$ cat src/rtl/core/ftrm_pkg.sv
// Shared types and constants for the fan tachometer speed meter.
`timescale 1ns / 1ps
package ftrm_pkg;

  localparam int AVG_DEPTH = 8;
  localparam int IDX_W     = (AVG_DEPTH > 1) ? $clog2(AVG_DEPTH) : 1;
  localparam int CNT_W     = $clog2(AVG_DEPTH + 1);

  localparam int MODE_W    = 2;
  localparam int CAP_W     = 16;
  localparam int TIME_W    = 32;
  localparam int RPM_W     = 27;
  localparam int PPR_W     = 3;
  localparam int TICK_W    = 17;
  localparam int WARM_W    = 4;
  localparam int SUM_W     = CAP_W + $clog2(AVG_DEPTH);
  localparam int K_W       = 13;
  localparam int NUM_W     = TICK_W + K_W;
  localparam int DEN_W     = PPR_W + CAP_W;

  localparam int CFG_ADDR_W = 3;
  localparam int CFG_DATA_W = 17;

  localparam logic [K_W-1:0]    RPM_K     = K_W'(6000);
  localparam logic [RPM_W-1:0]  SPEED_MAX = {RPM_W{1'b1}};

  localparam logic [PPR_W-1:0]  PPR_RST    = PPR_W'(2);
  localparam logic [TICK_W-1:0] TICK_RST   = TICK_W'(10000);
  localparam logic [CAP_W-1:0]  TMO_RST    = CAP_W'(700);
  localparam logic [CAP_W-1:0]  MINP_RST   = CAP_W'(5);
  localparam logic [CAP_W-1:0]  MAXP_RST   = CAP_W'(65530);
  localparam logic [WARM_W-1:0] WARM_RST   = WARM_W'(3);

  typedef enum logic [MODE_W-1:0] {
    MODE_EDGE    = 2'd0,
    MODE_RESTART = 2'd1,
    MODE_READ    = 2'd2
  } mode_e_t;

  typedef enum logic [CFG_ADDR_W-1:0] {
    REG_PPR    = 3'd0,
    REG_TICK   = 3'd1,
    REG_TMO    = 3'd2,
    REG_MINP   = 3'd3,
    REG_MAXP   = 3'd4,
    REG_WARMUP = 3'd5
  } reg_idx_t;

  typedef enum logic [2:0] {
    S_IDLE,
    S_CHECK,
    S_SUM,
    S_DIV1,
    S_MUL,
    S_START2,
    S_DIV2,
    S_OUT
  } state_t;

  typedef struct packed {
    logic [RPM_W-1:0] rpm_centi;
    logic             updated;
    logic             timed_out;
  } result_t;

  typedef struct packed {
    logic             start;
    logic [NUM_W-1:0] dividend;
    logic [DEN_W-1:0] divisor;
  } div_req_t;

endpackage

$ cat src/rtl/core/ftrm_if.sv
// Request channel interfaces: tach/command input and speed result output.
`timescale 1ns / 1ps
interface ftrm_in_if;
  logic                        valid;
  logic                        ready;
  logic [ftrm_pkg::MODE_W-1:0] mode;
  logic [ftrm_pkg::CAP_W-1:0]  capture_value;
  logic [ftrm_pkg::TIME_W-1:0] now_ms;

  modport source (output valid, mode, capture_value, now_ms, input ready);
  modport sink   (input valid, mode, capture_value, now_ms, output ready);
endinterface

interface ftrm_out_if;
  logic                       valid;
  logic                       ready;
  logic [ftrm_pkg::RPM_W-1:0] rpm_centi;
  logic                       updated;
  logic                       timed_out;

  modport source (output valid, rpm_centi, updated, timed_out, input ready);
  modport sink   (input valid, rpm_centi, updated, timed_out, output ready);
endinterface

$ cat src/rtl/core/ftrm_div.sv
// Bit-serial restoring divider, one quotient bit per cycle.
`timescale 1ns / 1ps
module ftrm_div import ftrm_pkg::*; (
  input  logic             clk,
  input  logic             rst_n,
  input  div_req_t         req,
  output logic             done,
  output logic [NUM_W-1:0] quotient
);

  localparam int ITER_W = $clog2(NUM_W + 1);

  logic [ITER_W-1:0] iter_r, iter_nxt;
  logic              busy_r, busy_nxt;
  logic              done_r, done_nxt;
  logic [NUM_W-1:0]  quo_r, quo_nxt;
  logic [DEN_W-1:0]  rem_r, rem_nxt;
  logic [DEN_W-1:0]  den_r, den_nxt;
  logic [DEN_W:0]    rem_sh;
  logic              q_bit;

  always_comb begin
    rem_sh   = {rem_r, quo_r[NUM_W-1]};
    q_bit    = (rem_sh >= {1'b0, den_r});
    iter_nxt = iter_r;
    busy_nxt = busy_r;
    done_nxt = 1'b0;
    quo_nxt  = quo_r;
    rem_nxt  = rem_r;
    den_nxt  = den_r;
    if (req.start) begin
      iter_nxt = ITER_W'(NUM_W);
      busy_nxt = 1'b1;
      quo_nxt  = req.dividend;
      rem_nxt  = '0;
      den_nxt  = req.divisor;
    end else if (busy_r) begin
      quo_nxt  = {quo_r[NUM_W-2:0], q_bit};
      rem_nxt  = q_bit ? DEN_W'(rem_sh - {1'b0, den_r}) : rem_sh[DEN_W-1:0];
      iter_nxt = iter_r - 1'b1;
      if (iter_r == ITER_W'(1)) begin
        busy_nxt = 1'b0;
        done_nxt = 1'b1;
      end
    end
  end

  always_ff @(posedge clk) begin
    if (!rst_n) begin
      busy_r <= 1'b0;
      done_r <= 1'b0;
      iter_r <= '0;
    end else begin
      busy_r <= busy_nxt;
      done_r <= done_nxt;
      iter_r <= iter_nxt;
    end
    quo_r <= quo_nxt;
    rem_r <= rem_nxt;
    den_r <= den_nxt;
  end

  assign done     = done_r;
  assign quotient = quo_r;

endmodule

$ cat src/rtl/core/fan_tach_rpm_meter_top.sv
// Top level of the fan tachometer speed meter.
`timescale 1ns / 1ps
// Fan speed meter from tach edge timestamps on a 16-bit capture timer.
// in_ch carries one request per item: mode (tach edge, restart, read),
// capture_value and now_ms. out_ch returns exactly one result per request:
// rpm_centi, updated and timed_out. cfg_we/cfg_addr/cfg_wdata write the six
// setup registers (pulses per rev, tick rate, timeout, period window,
// warmup count); write only while no request is in flight.
// Restart, read and priming edges go from idle straight to S_OUT; rejected
// edges pass the check state first. An accepted period takes the check
// state, a sweep over the AVG_DEPTH-entry period ring, then two passes
// through the shared bit-serial divider (ring mean, then speed
// quotient). One request is processed at a time; in_ch.ready is high
// whenever the engine is idle, also while a result waits on out_ch.
// Reset (rst_n low, synchronous) loads the register defaults and empties
// the measurement state. When out_ch is stalled the finished result holds
// in the output register and the next result waits in the engine until
// the output register drains.
module fan_tach_rpm_meter_top import ftrm_pkg::*; (
  input  logic                  clk,
  input  logic                  rst_n,
  ftrm_in_if.sink               in_ch,
  ftrm_out_if.source            out_ch,
  input  logic                  cfg_we,
  input  logic [CFG_ADDR_W-1:0] cfg_addr,
  input  logic [CFG_DATA_W-1:0] cfg_wdata
);

  logic [PPR_W-1:0]  ppr_r;
  logic [TICK_W-1:0] tick_r;
  logic [CAP_W-1:0]  tmo_r;
  logic [CAP_W-1:0]  minp_r;
  logic [CAP_W-1:0]  maxp_r;
  logic [WARM_W-1:0] warm_cfg_r;

  logic [CAP_W-1:0]  last_cap_r;
  logic              primed_r;
  logic [CAP_W-1:0]  ring_r [AVG_DEPTH];
  logic [IDX_W-1:0]  ring_idx_r;
  logic [WARM_W-1:0] warm_left_r;
  logic [RPM_W-1:0]  speed_r;
  logic [TIME_W-1:0] last_upd_r;
  logic              have_r;

  state_t            state_r, state_nxt;
  logic [CAP_W-1:0]  period_r;
  logic [TIME_W-1:0] pend_now_r;
  logic [SUM_W-1:0]  sum_r;
  logic [CNT_W-1:0]  cnt_r;
  logic [IDX_W-1:0]  sweep_r;
  logic [CAP_W-1:0]  mean_r;
  logic [NUM_W-1:0]  num_r;
  logic [DEN_W-1:0]  den_r;
  result_t           res_r;
  result_t           out_r;
  logic              out_valid_r;

  logic              in_fire;
  logic              out_free;
  logic              period_ok;
  logic              sweep_last;
  logic [SUM_W-1:0]  sum_nxt;
  logic [CNT_W-1:0]  cnt_nxt;
  logic [PPR_W-1:0]  ppr_eff;
  logic [TIME_W-1:0] age;
  logic              stale;
  div_req_t          div_req;
  logic              div_done;
  logic [NUM_W-1:0]  div_quo;
  logic [RPM_W-1:0]  speed_sat;

  assign in_fire    = in_ch.valid && in_ch.ready;
  assign in_ch.ready = (state_r == S_IDLE);
  assign out_free   = !out_valid_r || out_ch.ready;
  assign period_ok  = (period_r != '0) && (period_r >= minp_r) && (period_r <= maxp_r);
  assign sweep_last = (sweep_r == IDX_W'(AVG_DEPTH - 1));
  assign sum_nxt    = sum_r + SUM_W'(ring_r[sweep_r]);
  assign cnt_nxt    = cnt_r + CNT_W'(ring_r[sweep_r] != '0);
  assign ppr_eff    = (ppr_r == '0) ? PPR_W'(1) : ppr_r;
  assign age        = in_ch.now_ms - last_upd_r;
  assign stale      = !have_r || (age > TIME_W'(tmo_r));
  assign speed_sat  = (div_quo[NUM_W-1:RPM_W] != '0) ? SPEED_MAX : div_quo[RPM_W-1:0];

  ftrm_div u_div (
    .clk      (clk),
    .rst_n    (rst_n),
    .req      (div_req),
    .done     (div_done),
    .quotient (div_quo)
  );

  always_ff @(posedge clk) begin
    if (!rst_n) begin
      state_r <= S_IDLE;
    end else begin
      state_r <= state_nxt;
    end
  end

  always_comb begin
    state_nxt        = state_r;
    div_req.start    = 1'b0;
    div_req.dividend = NUM_W'(sum_nxt);
    div_req.divisor  = DEN_W'(cnt_nxt);
    case (state_r)
      S_IDLE: begin
        if (in_fire) begin
          if ((in_ch.mode == MODE_EDGE) && primed_r) begin
            state_nxt = S_CHECK;
          end else begin
            state_nxt = S_OUT;
          end
        end
      end
      S_CHECK: begin
        state_nxt = (period_ok && (warm_left_r == '0)) ? S_SUM : S_OUT;
      end
      S_SUM: begin
        if (sweep_last) begin
          div_req.start = 1'b1;
          state_nxt     = S_DIV1;
        end
      end
      S_DIV1: begin
        if (div_done) begin
          state_nxt = S_MUL;
        end
      end
      S_MUL: begin
        state_nxt = S_START2;
      end
      S_START2: begin
        div_req.start    = 1'b1;
        div_req.dividend = num_r;
        div_req.divisor  = den_r;
        state_nxt        = S_DIV2;
      end
      S_DIV2: begin
        if (div_done) begin
          state_nxt = S_OUT;
        end
      end
      S_OUT: begin
        if (out_free) begin
          state_nxt = S_IDLE;
        end
      end
      default: state_nxt = S_IDLE;
    endcase
  end

  // setup registers and measurement state
  always_ff @(posedge clk) begin
    if (!rst_n) begin
      ppr_r       <= PPR_RST;
      tick_r      <= TICK_RST;
      tmo_r       <= TMO_RST;
      minp_r      <= MINP_RST;
      maxp_r      <= MAXP_RST;
      warm_cfg_r  <= WARM_RST;
      last_cap_r  <= '0;
      primed_r    <= 1'b0;
      for (int i = 0; i < AVG_DEPTH; i++) begin
        ring_r[i] <= '0;
      end
      ring_idx_r  <= '0;
      warm_left_r <= WARM_RST;
      speed_r     <= '0;
      last_upd_r  <= '0;
      have_r      <= 1'b0;
    end else begin
      if (cfg_we) begin
        case (cfg_addr)
          REG_PPR:    ppr_r      <= cfg_wdata[PPR_W-1:0];
          REG_TICK:   tick_r     <= cfg_wdata[TICK_W-1:0];
          REG_TMO:    tmo_r      <= cfg_wdata[CAP_W-1:0];
          REG_MINP:   minp_r     <= cfg_wdata[CAP_W-1:0];
          REG_MAXP:   maxp_r     <= cfg_wdata[CAP_W-1:0];
          REG_WARMUP: warm_cfg_r <= cfg_wdata[WARM_W-1:0];
          default: ;
        endcase
      end
      case (state_r)
        S_IDLE: begin
          if (in_fire) begin
            case (in_ch.mode)
              MODE_EDGE: begin
                primed_r   <= 1'b1;
                last_cap_r <= in_ch.capture_value;
              end
              MODE_RESTART: begin
                last_cap_r  <= '0;
                primed_r    <= 1'b0;
                for (int i = 0; i < AVG_DEPTH; i++) begin
                  ring_r[i] <= '0;
                end
                ring_idx_r  <= '0;
                warm_left_r <= warm_cfg_r;
                speed_r     <= '0;
                last_upd_r  <= '0;
                have_r      <= 1'b0;
              end
              MODE_READ: begin
                if (stale) begin
                  speed_r <= '0;
                  have_r  <= 1'b0;
                end
              end
              default: ;
            endcase
          end
        end
        S_CHECK: begin
          if (period_ok) begin
            if (warm_left_r != '0) begin
              warm_left_r <= warm_left_r - 1'b1;
            end else begin
              ring_r[ring_idx_r] <= period_r;
              ring_idx_r <= (ring_idx_r == IDX_W'(AVG_DEPTH - 1)) ? '0 : ring_idx_r + 1'b1;
            end
          end
        end
        S_DIV2: begin
          if (div_done) begin
            speed_r    <= speed_sat;
            last_upd_r <= pend_now_r;
            have_r     <= 1'b1;
          end
        end
        default: ;
      endcase
    end
  end

  // working registers and pending result
  always_ff @(posedge clk) begin
    case (state_r)
      S_IDLE: begin
        if (in_fire) begin
          pend_now_r <= in_ch.now_ms;
          period_r   <= in_ch.capture_value - last_cap_r;
          res_r      <= '{rpm_centi: ((in_ch.mode == MODE_EDGE) ||
                                      ((in_ch.mode == MODE_READ) && !stale)) ? speed_r : '0,
                          updated:   1'b0,
                          timed_out: (in_ch.mode == MODE_READ) && stale};
        end
      end
      S_CHECK: begin
        sum_r   <= '0;
        cnt_r   <= '0;
        sweep_r <= '0;
      end
      S_SUM: begin
        sum_r   <= sum_nxt;
        cnt_r   <= cnt_nxt;
        sweep_r <= sweep_r + 1'b1;
      end
      S_DIV1: begin
        if (div_done) begin
          mean_r <= div_quo[CAP_W-1:0];
        end
      end
      S_MUL: begin
        num_r <= NUM_W'(tick_r * RPM_K);
        den_r <= DEN_W'(ppr_eff * mean_r);
      end
      S_DIV2: begin
        if (div_done) begin
          res_r <= '{rpm_centi: speed_sat, updated: 1'b1, timed_out: 1'b0};
        end
      end
      default: ;
    endcase
  end

  // output register
  always_ff @(posedge clk) begin
    if (!rst_n) begin
      out_valid_r <= 1'b0;
    end else if ((state_r == S_OUT) && out_free) begin
      out_valid_r <= 1'b1;
    end else if (out_ch.ready) begin
      out_valid_r <= 1'b0;
    end
    if ((state_r == S_OUT) && out_free) begin
      out_r <= res_r;
    end
  end

  assign out_ch.valid     = out_valid_r;
  assign out_ch.rpm_centi = out_r.rpm_centi;
  assign out_ch.updated   = out_r.updated;
  assign out_ch.timed_out = out_r.timed_out;

endmodule
$ cat src/flat_wrapper.sv
// flat-port wrapper written by rule: the top's interface ports become plain ports
module fan_tach_rpm_meter_top_flat import ftrm_pkg::*;
  (clk, rst_n, cfg_we, cfg_addr, cfg_wdata, in_ch_valid, in_ch_mode, in_ch_capture_value, in_ch_now_ms, in_ch_ready, out_ch_valid, out_ch_rpm_centi, out_ch_updated, out_ch_timed_out, out_ch_ready);
  ftrm_in_if in_ch_i ();
  ftrm_out_if out_ch_i ();
  input  logic clk;
  input  logic rst_n;
  input  logic cfg_we;
  input  logic [CFG_ADDR_W-1:0] cfg_addr;
  input  logic [CFG_DATA_W-1:0] cfg_wdata;
  input wire logic [$bits(in_ch_i.valid)-1:0] in_ch_valid;
  input wire logic [$bits(in_ch_i.mode)-1:0] in_ch_mode;
  input wire logic [$bits(in_ch_i.capture_value)-1:0] in_ch_capture_value;
  input wire logic [$bits(in_ch_i.now_ms)-1:0] in_ch_now_ms;
  output wire logic [$bits(in_ch_i.ready)-1:0] in_ch_ready;
  output wire logic [$bits(out_ch_i.valid)-1:0] out_ch_valid;
  output wire logic [$bits(out_ch_i.rpm_centi)-1:0] out_ch_rpm_centi;
  output wire logic [$bits(out_ch_i.updated)-1:0] out_ch_updated;
  output wire logic [$bits(out_ch_i.timed_out)-1:0] out_ch_timed_out;
  input wire logic [$bits(out_ch_i.ready)-1:0] out_ch_ready;
  assign in_ch_i.valid = in_ch_valid;
  assign in_ch_i.mode = in_ch_mode;
  assign in_ch_i.capture_value = in_ch_capture_value;
  assign in_ch_i.now_ms = in_ch_now_ms;
  assign in_ch_ready = in_ch_i.ready;
  assign out_ch_valid = out_ch_i.valid;
  assign out_ch_rpm_centi = out_ch_i.rpm_centi;
  assign out_ch_updated = out_ch_i.updated;
  assign out_ch_timed_out = out_ch_i.timed_out;
  assign out_ch_i.ready = out_ch_ready;
  fan_tach_rpm_meter_top u_core (.clk(clk), .rst_n(rst_n), .in_ch(in_ch_i), .out_ch(out_ch_i), .cfg_we(cfg_we), .cfg_addr(cfg_addr), .cfg_wdata(cfg_wdata));
endmodule
$ cat config.mk
export PLATFORM = sky130hd
export DESIGN_NAME = fan_tach_rpm_meter_top_flat
export DESIGN_NICKNAME = d
export VERILOG_FILES = /design/src/rtl/core/ftrm_pkg.sv /design/src/rtl/core/ftrm_if.sv /design/src/rtl/core/ftrm_div.sv /design/src/rtl/core/fan_tach_rpm_meter_top.sv /design/src/flat_wrapper.sv
export SDC_FILE = /design/constraint.sdc
export NUM_CORES = 1
export LEC_CHECK = 0
export BUFFER_PORTS_ARGS = -buffer_cell sky130_fd_sc_hd__buf_2
export CAP_MARGIN = 20
export CORE_MARGIN = 4
export CORE_UTILIZATION = 37
export CTS_CLUSTER_SIZE = 25
export DETAILED_ROUTE_END_ITERATION = 8
export GPL_TIMING_DRIVEN = 1
export PLACE_DENSITY = 0.59
export SYNTH_ARGS = -nofsm -noshare
export SYNTH_HDL_FRONTEND = slang
export SYNTH_SLANG_ARGS = --single-unit
$ cat constraint.sdc
create_clock -name clk -period 7.5 [get_ports clk]
set_input_delay 0.75 -clock clk [delete_from_list [all_inputs] [get_ports clk]]
set_output_delay 0.75 -clock clk [all_outputs]
set_load 0.01 [all_outputs]
# After elaboration in Yosys (flattened, before gate mapping)
# Memories as Yosys holds them, arrays and structs flattened. A register that Yosys moved wholly into a read port is not among the register bits.
# Cells that the tools add are included.
# op_classes
mul	2
n_bitwise	10
eq_ne	28
n_reduce_logical	47
addsub	9
n_lt_le_gt_ge	4
muxes	81
# ops
operator	count
$mux 16	9
$mux 27	5
$pmux 27 s2	2
$mux 32	3
$pmux 32 s2	1
$mux 30	2
$mux 29	2
$pmux 29 s2	1
$mux 49	1
$mux 3	15
$pmux 19 s2	1
$gt 32x16->1	1
$pmux 16 s2	1
$reduce_bool 16->1	2
$sub 32x32->32	1
$mul 17x9->26 const B	1
$eq 3x3->1 const B	8
$pmux 3 s8	1
$mux 1	22
$ge 20x19->1	1
$reduce_and 5->1	4
$add 19x16->19	1
$mul 3x16->19	1
$mux 19	1
other kinds (38)	94
# totals
out_inout_bits	31
ram_bits	128
register_bits	428
n_memories	1
# memory_table
memory	depth	width	rd	rd_ports_with_merged_regs	wr	line	rtl
u_core.ring_r	8	16	1	1	8	fan_tach_rpm_meter_top.sv:38	logic [CAP_W-1:0] ring_r [AVG_DEPTH];

# Longest topological paths before layout
# depth
ltp_word	9
mapped_depth	24

# Modules after synthesis
# Synthesis repeated with hierarchy kept, for this count alone.
# unflattened
hier_cells	3062
area_unflattened_um2	32716.4
# modules_own_cells
module	cells_per_inst	seq_area_each_um2	n_inst	area_each_um2
fan_tach_rpm_meter_top	2708	12902.4	1	28617.4
ftrm_div	354	1991.9	1	4098.9

# Worst setup path after synthesis
# OpenSTA, ideal clock, no wires.
# synth_timing
path_kind	in2reg
startpoint	in in_ch_now_ms[1]
endpoint	reg u_core.speed_r[10]
setup_slack_ps	2225
arrival_ps	5208
required_time_ps	7433
stages	21
path_cell_list	ha_1 -> nor2b_4 -> o31a_1 -> o31a_1 -> a311o_1 -> a21o_1 -> xor2_1 -> ha_1 -> nand4_1 -> nor2_1 -> and4_1 -> a2111o_1 -> a21oi_1 -> nand4_1 -> or4_1 -> or4_4 -> buf_6 -> and2_4 -> buf_6 -> buf_12 -> o21ai_2
# synth_between
elab_chain_len	5
# synth_rtl
item	line	rtl
start: declaration	flat_wrapper.sv:14	input wire logic [$bits(in_ch_i.now_ms)-1:0] in_ch_now_ms;
$sub 32x32->32	fan_tach_rpm_meter_top.sv:80	assign age = in_ch.now_ms - last_upd_r;
$gt 32x16->1	fan_tach_rpm_meter_top.sv:81	assign stale = !have_r || (age > TIME_W'(tmo_r));
$logic_or 1x1->1	fan_tach_rpm_meter_top.sv:81	
$ne 3x3->1 (no source line)	-	
$reduce_and 5->1 (no source line)	-	
end signal: assignment	fan_tach_rpm_meter_top.sv:225	speed_r <= speed_sat;
end: declaration	fan_tach_rpm_meter_top.sv:41	logic [RPM_W-1:0] speed_r;
# Every way passes these cells.
# A chain may end at the register's enable or synchronous reset.

# Final worst setup path
# layout_timing
startpoint	reg u_core.last_upd_r[1]
endpoint	reg u_core.res_r[17] (netlist name), data pin
# layout_between
elab_chain_len	9
# layout_rtl
item	line	rtl
start: declaration	fan_tach_rpm_meter_top.sv:42	logic [TIME_W-1:0] last_upd_r;
start signal: assignment	fan_tach_rpm_meter_top.sv:226	last_upd_r <= pend_now_r;
$sub 32x32->32	fan_tach_rpm_meter_top.sv:80	
$gt 32x16->1	fan_tach_rpm_meter_top.sv:81	
$logic_or 1x1->1	fan_tach_rpm_meter_top.sv:81	
$logic_not 1->1	fan_tach_rpm_meter_top.sv:243	((in_ch.mode == MODE_READ) && !stale)) ? speed_r : '0,
$logic_and 1x1->1	fan_tach_rpm_meter_top.sv:243	
$logic_or 1x1->1	fan_tach_rpm_meter_top.sv:242	res_r <= '{rpm_centi: ((in_ch.mode == MODE_EDGE) ||
$mux 27	fan_tach_rpm_meter_top.sv:243	
$mux 29	fan_tach_rpm_meter_top.sv:239	if (in_fire) begin
$pmux 29 s2	fan_tach_rpm_meter_top.sv:237	case (state_r)
end signal: assignment	fan_tach_rpm_meter_top.sv:242	
end signal: assignment	fan_tach_rpm_meter_top.sv:269	res_r <= '{rpm_centi: speed_sat, updated: 1'b1, timed_out: 1'b0};
end: declaration	fan_tach_rpm_meter_top.sv:54	result_t res_r;
# Every way passes these cells. The select of a mux whose other input is x is not followed.

==> reports/metrics.yaml <==
outcome:
  status: "finished clean"
clock_network:
  clk_latency_ns: 0.63
  path_clk_slew_ns: 0.06
  root_buffer: "clkbuf_16"
  cts_resized: 0
  htreeDepth: 3
  cts_setup_buffers: 0
  cts.path.max_buffers: 3
  numCtsBuffers: 67
  holdBufCountCts: 0
  cts_tree: "done"
  cts.sinks: 559
global_routing:
  grt_overflow: 0
  met3_usage: 0.02751
  grt_pass1_wl_mm: 122.0
  grt_max_degree: 86
  grt.busiest_layer: "met2"
  antenna_found_initial: 5
  first_global_vias: 22380
  grt.met2_usage: 0.2792
  grt_use_met1: 0.2108
  grt_usage: 0.1617
yosys:
  yosysWarnings: 0
  synth-seq-cells: 559
  syn_inst: 3128
  yosysTopAreaCell: "edfxtp_1"
  synth_edf_count: 370
  syn_avg_cell_area_um2: 10.34
  yosys-top-cells-area: "edfxtp_1 (34%), dfxtp_1 (12%), ha_1 (9.0%), fa_1 (5.7%), nand2_1 (4.4%)"
  synth_flop_cell: "edfxtp_1"
  synth.yosys.seq_area_share: 0.4604
  yosys.area.top_type_share: 0.3434
  synthesis.area_um2: 32350
  async_reset_ff_frac: 0
  syn_nets: 3527
  yosysUniqueCellTypes: 80
finish:
  fillCellCount: 8397
  syn_to_final_growth_pct: 12.39
  layout.nets: 3594
  drive_above_1_share: 0.1062
timing:
  rsz0062_at_grt: "false"
  tightest_slew_ns: 1.066
  fin_skew_ns: 0.04483
  fin_tns_setup_ns: 0
  finalSetupViolCount: 0
  fmax_mhz: 175.5
  drv_slew: 0
  hold_viol_final: 0
  fin_crit_sh: 0.7598
  slew_headroom: 0.2895
  fin_crit_ns: 5.699
  worst_slack_ns: 1.801
critical_path:
  path_cells: "inv_1 -> ha_1 -> nor2b_4 -> o31a_1 -> o31a_1 -> a311o_1 -> a21o_1 -> xor2_1 -> ha_1 -> nand4_1 -> nor2_1 -> and4_1 -> a2111o_1 -> a21oi_1 -> nand4_1 -> or4_1 -> nor4_1 -> nand2_1 -> o21ai_0"
  reg2reg_to: "u_core.res_r[17]$_DFFE_PP_"
  critPathCaptureType: "flip-flop"
  path_buf_inv: 1
  slowest_stage: "nand2_1"
  critPathMaxStageDelay_ns: 0.59
  path_class: "reg2reg"
  start_kind: "flip-flop"
  critPathMaxFanout: 28
  reg2reg_slack_ns: 1.80
  critPathRequiredTime_ns: 7.92
  crit_family: "simple AND/OR/NAND/NOR gates"
  arrival_ns: 6.12
  r2r_cells: 19
  r2r-start: "u_core.last_upd_r[1]$_SDFFE_PN0P_"
drt:
  vias: 22290
  wl_per_cell_um: 16.93
  route.final.wire_length_mm: 74.60
  drc: 0
  viasPerCell: 5.059
  drtIter0Drc: 1437
  first_pass_iters: 7
  final_antenna_net_count: 0
power_and_ir_drop:
  p_leak_nw: 14.52
  power_frac_comb: 0.345
  seq_power_share: 0.379
  p_switching_w: 0.004261
  internal_power_w: 0.007704
  p_per_area_nw_per_um2: 329.0
  power_frac_clock: 0.275
  ir_worst_vdd_v: 0.0002187
  swShare: 0.3561
worst_hold_path:
  hold_end: "u_core.pend_now_r[29]$_DFFE_PP_"
  hold_path.class: "in2reg"
  holdCritStartpoint: "in_ch_now_ms[29]"
  min_path_cells: 1
floorplanning:
  die_h_um: 303.7
  rows: 108
  initial_core_util: 0.3729
  die_x_um: 303.7
  dieArea_um2: 92240
  core_um2: 86750
  io_pins: 106
place:
  place_ws_ns: 1.308
  place_hpwl_mm: 52.94
  portBuffers: 105
  gp_congestion: 0.8244
flow_run:
  maxCapViolations: 0
-- cells by family after synthesis --
| family | after synthesis | share of synthesized area |
|---|---|---|
| AOI/OAI and AO/OA | 603 | 0.1231 |
| xor gates and xnor gates | 98 | 0.02653 |
| adders and majority gates | 324 | 0.1466 |
| buffers and inverters | 437 | 0.05225 |
| DFF | 559 | 0.4604 |
| muxes | 80 | 0.03782 |
| and+or+nand+nor | 1027 | 0.1533 |
-- power groups by stage --
stage | registers (W) | clock network (W) | logic, W
global placement | 0.00460 | 0 | 0.00412
detailed placement | 0.00461 | 0 | 0.00414
floorplan | 0.00440 | 0 | 0.00310
global route | 0.00461 | 0.00352 | 0.00465
finish | 0.00454 | 0.00330 | 0.00413
CTS | 0.00455 | 0.00339 | 0.00416
-- layout by cell type, fill, tap and decap left out, types with 18 or more instances in the layout --
cell type and count:
o211ai_1 28, o21ai_2 24, a31oi_1 31, mux4_2 32, a22oi_1 32, nor2_1 167
nand4_1 51, nand2_1 378, o21ai_0 128, nand2b_1 20, o21a_1 23, xnor2_1 62
nor3_1 40, xor2_1 36, a21boi_0 79, nor2b_1 46, a21o_1 41, and2_1 152
mux2_2 18, inv_1 295, ha_1 232, dfxtp_1 188, buf_4 27, nand3_1 87
buf_2 104, a21oi_1 113, fa_1 92, mux2i_1 30, clkbuf_16 69, edfxtp_1 370
-- worst max-delay path by stage --
stage	from	end	depth (start not counted)
2_1_floorplan	in_ch_now_ms[1]	u_core.speed_r[10]$_SDFFE_PN0P_	21
3_3_place_gp	in_ch_now_ms[1]	u_core.res_r[15]$_DFFE_PP_	19
3_5_place_dp	in_ch_now_ms[1]	u_core.res_r[17]$_DFFE_PP_	19
4_1_cts	u_core.last_upd_r[1]$_SDFFE_PN0P_	u_core.res_r[17]$_DFFE_PP_	19
5_1_grt	u_core.last_upd_r[1]$_SDFFE_PN0P_	u_core.res_r[7]$_DFFE_PP_	21
6_report	u_core.last_upd_r[1]$_SDFFE_PN0P_	u_core.res_r[17]$_DFFE_PP_	19
-- worst reg2reg max path: cells and delay by family (launching register included) --
kind | cells | cell delay (ns)
AOI/OAI and AO/OA | 7 | 2.16
adders and majority gates | 2 | 0.57
DFF | 1 | 0.37
and+or+nand+nor | 8 | 2.24
buffers and inverters | 1 | 0.07
xor gates and xnor gates | 1 | 0.14
-- metal layers --
| metal | wire length [um] | share of wire | vias to the layer above |
|---|---|---|---|
| met1 | 34170 | 0.46 | 10670 |
| met5 | 23 | 0.00031 | - |
| li1 | - | - | 11140 |
| met3 | 3063 | 0.041 | 104 |
| met2 | 35820 | 0.48 | 371 |
| met4 | 1519 | 0.020 | 4 |
-- flip-flops by register name, indices dropped and copies added, names as in the netlist, 17 cells and up, named ones only --
name                     flops
u_core.ring_r              128
u_core.last_upd_r           32
u_core.pend_now_r           32
u_core.u_div.quotient       30
u_core.res_r                29
u_core.out_ch.rpm_centi     27
u_core.speed_r              27
u_core.num_r                26
u_core.den_r                19
u_core.sum_r                19
u_core.u_div.den_r          19
u_core.u_div.rem_r          19
u_core.tick_r               17
-- cells in the mapped netlist, types with 13 or more instances --
cell type and n:
nand2_1 378, edfxtp_1 370, inv_1 295, ha_1 232, dfxtp_1 189, nor2_1 167
and2_1 153, o21ai_0 134, clkbuf_1 118, a21oi_1 114, fa_1 92, nand3_1 88
a21boi_0 79, xnor2_1 62, nand4_1 51, nor2b_1 47, nor3_1 45, a21o_1 41
xor2_1 36, a22oi_1 32, mux4_2 32, a31oi_1 31, mux2i_1 30, o211ai_1 28
o21a_1 23, nand2b_1 20, o21ai_2 20, mux2_2 18, and3_1 17, buf_1 15
or3_1 15, nor4_1 13, o21bai_1 13
-- through the flow --
stage	area, um^2	power, W	std cells	util	hold WS [ns]
2_1_floorplan	32350	0.007500	3128	-	0.4003
3_3_place_gp	34020	0.008718	4276	0.3921	0.4036
3_5_place_dp	34020	0.008750	4276	0.3921	0.4045
4_1_cts	36270	0.01210	4400	0.4181	0.3020
5_1_grt	36360	0.01278	4406	0.4191	0.3126
6_report	36360	0.01196	4407	0.4192	0.3384
-- cell type report --
type                    count  area [um^2]  share of cell area
diodes                      2        5.005           0.0001376
clock buffers              88         1818             0.04999
clock inverters            36        431.7             0.01187
inverters                 298         1119             0.03076
multi-input cells        2132        15830              0.4352
flip-flops and latches    559        14900              0.4096
well taps                1155         1445             0.03974
repair buffers            137        823.3             0.02264
(Power assumes the default switching activity.)
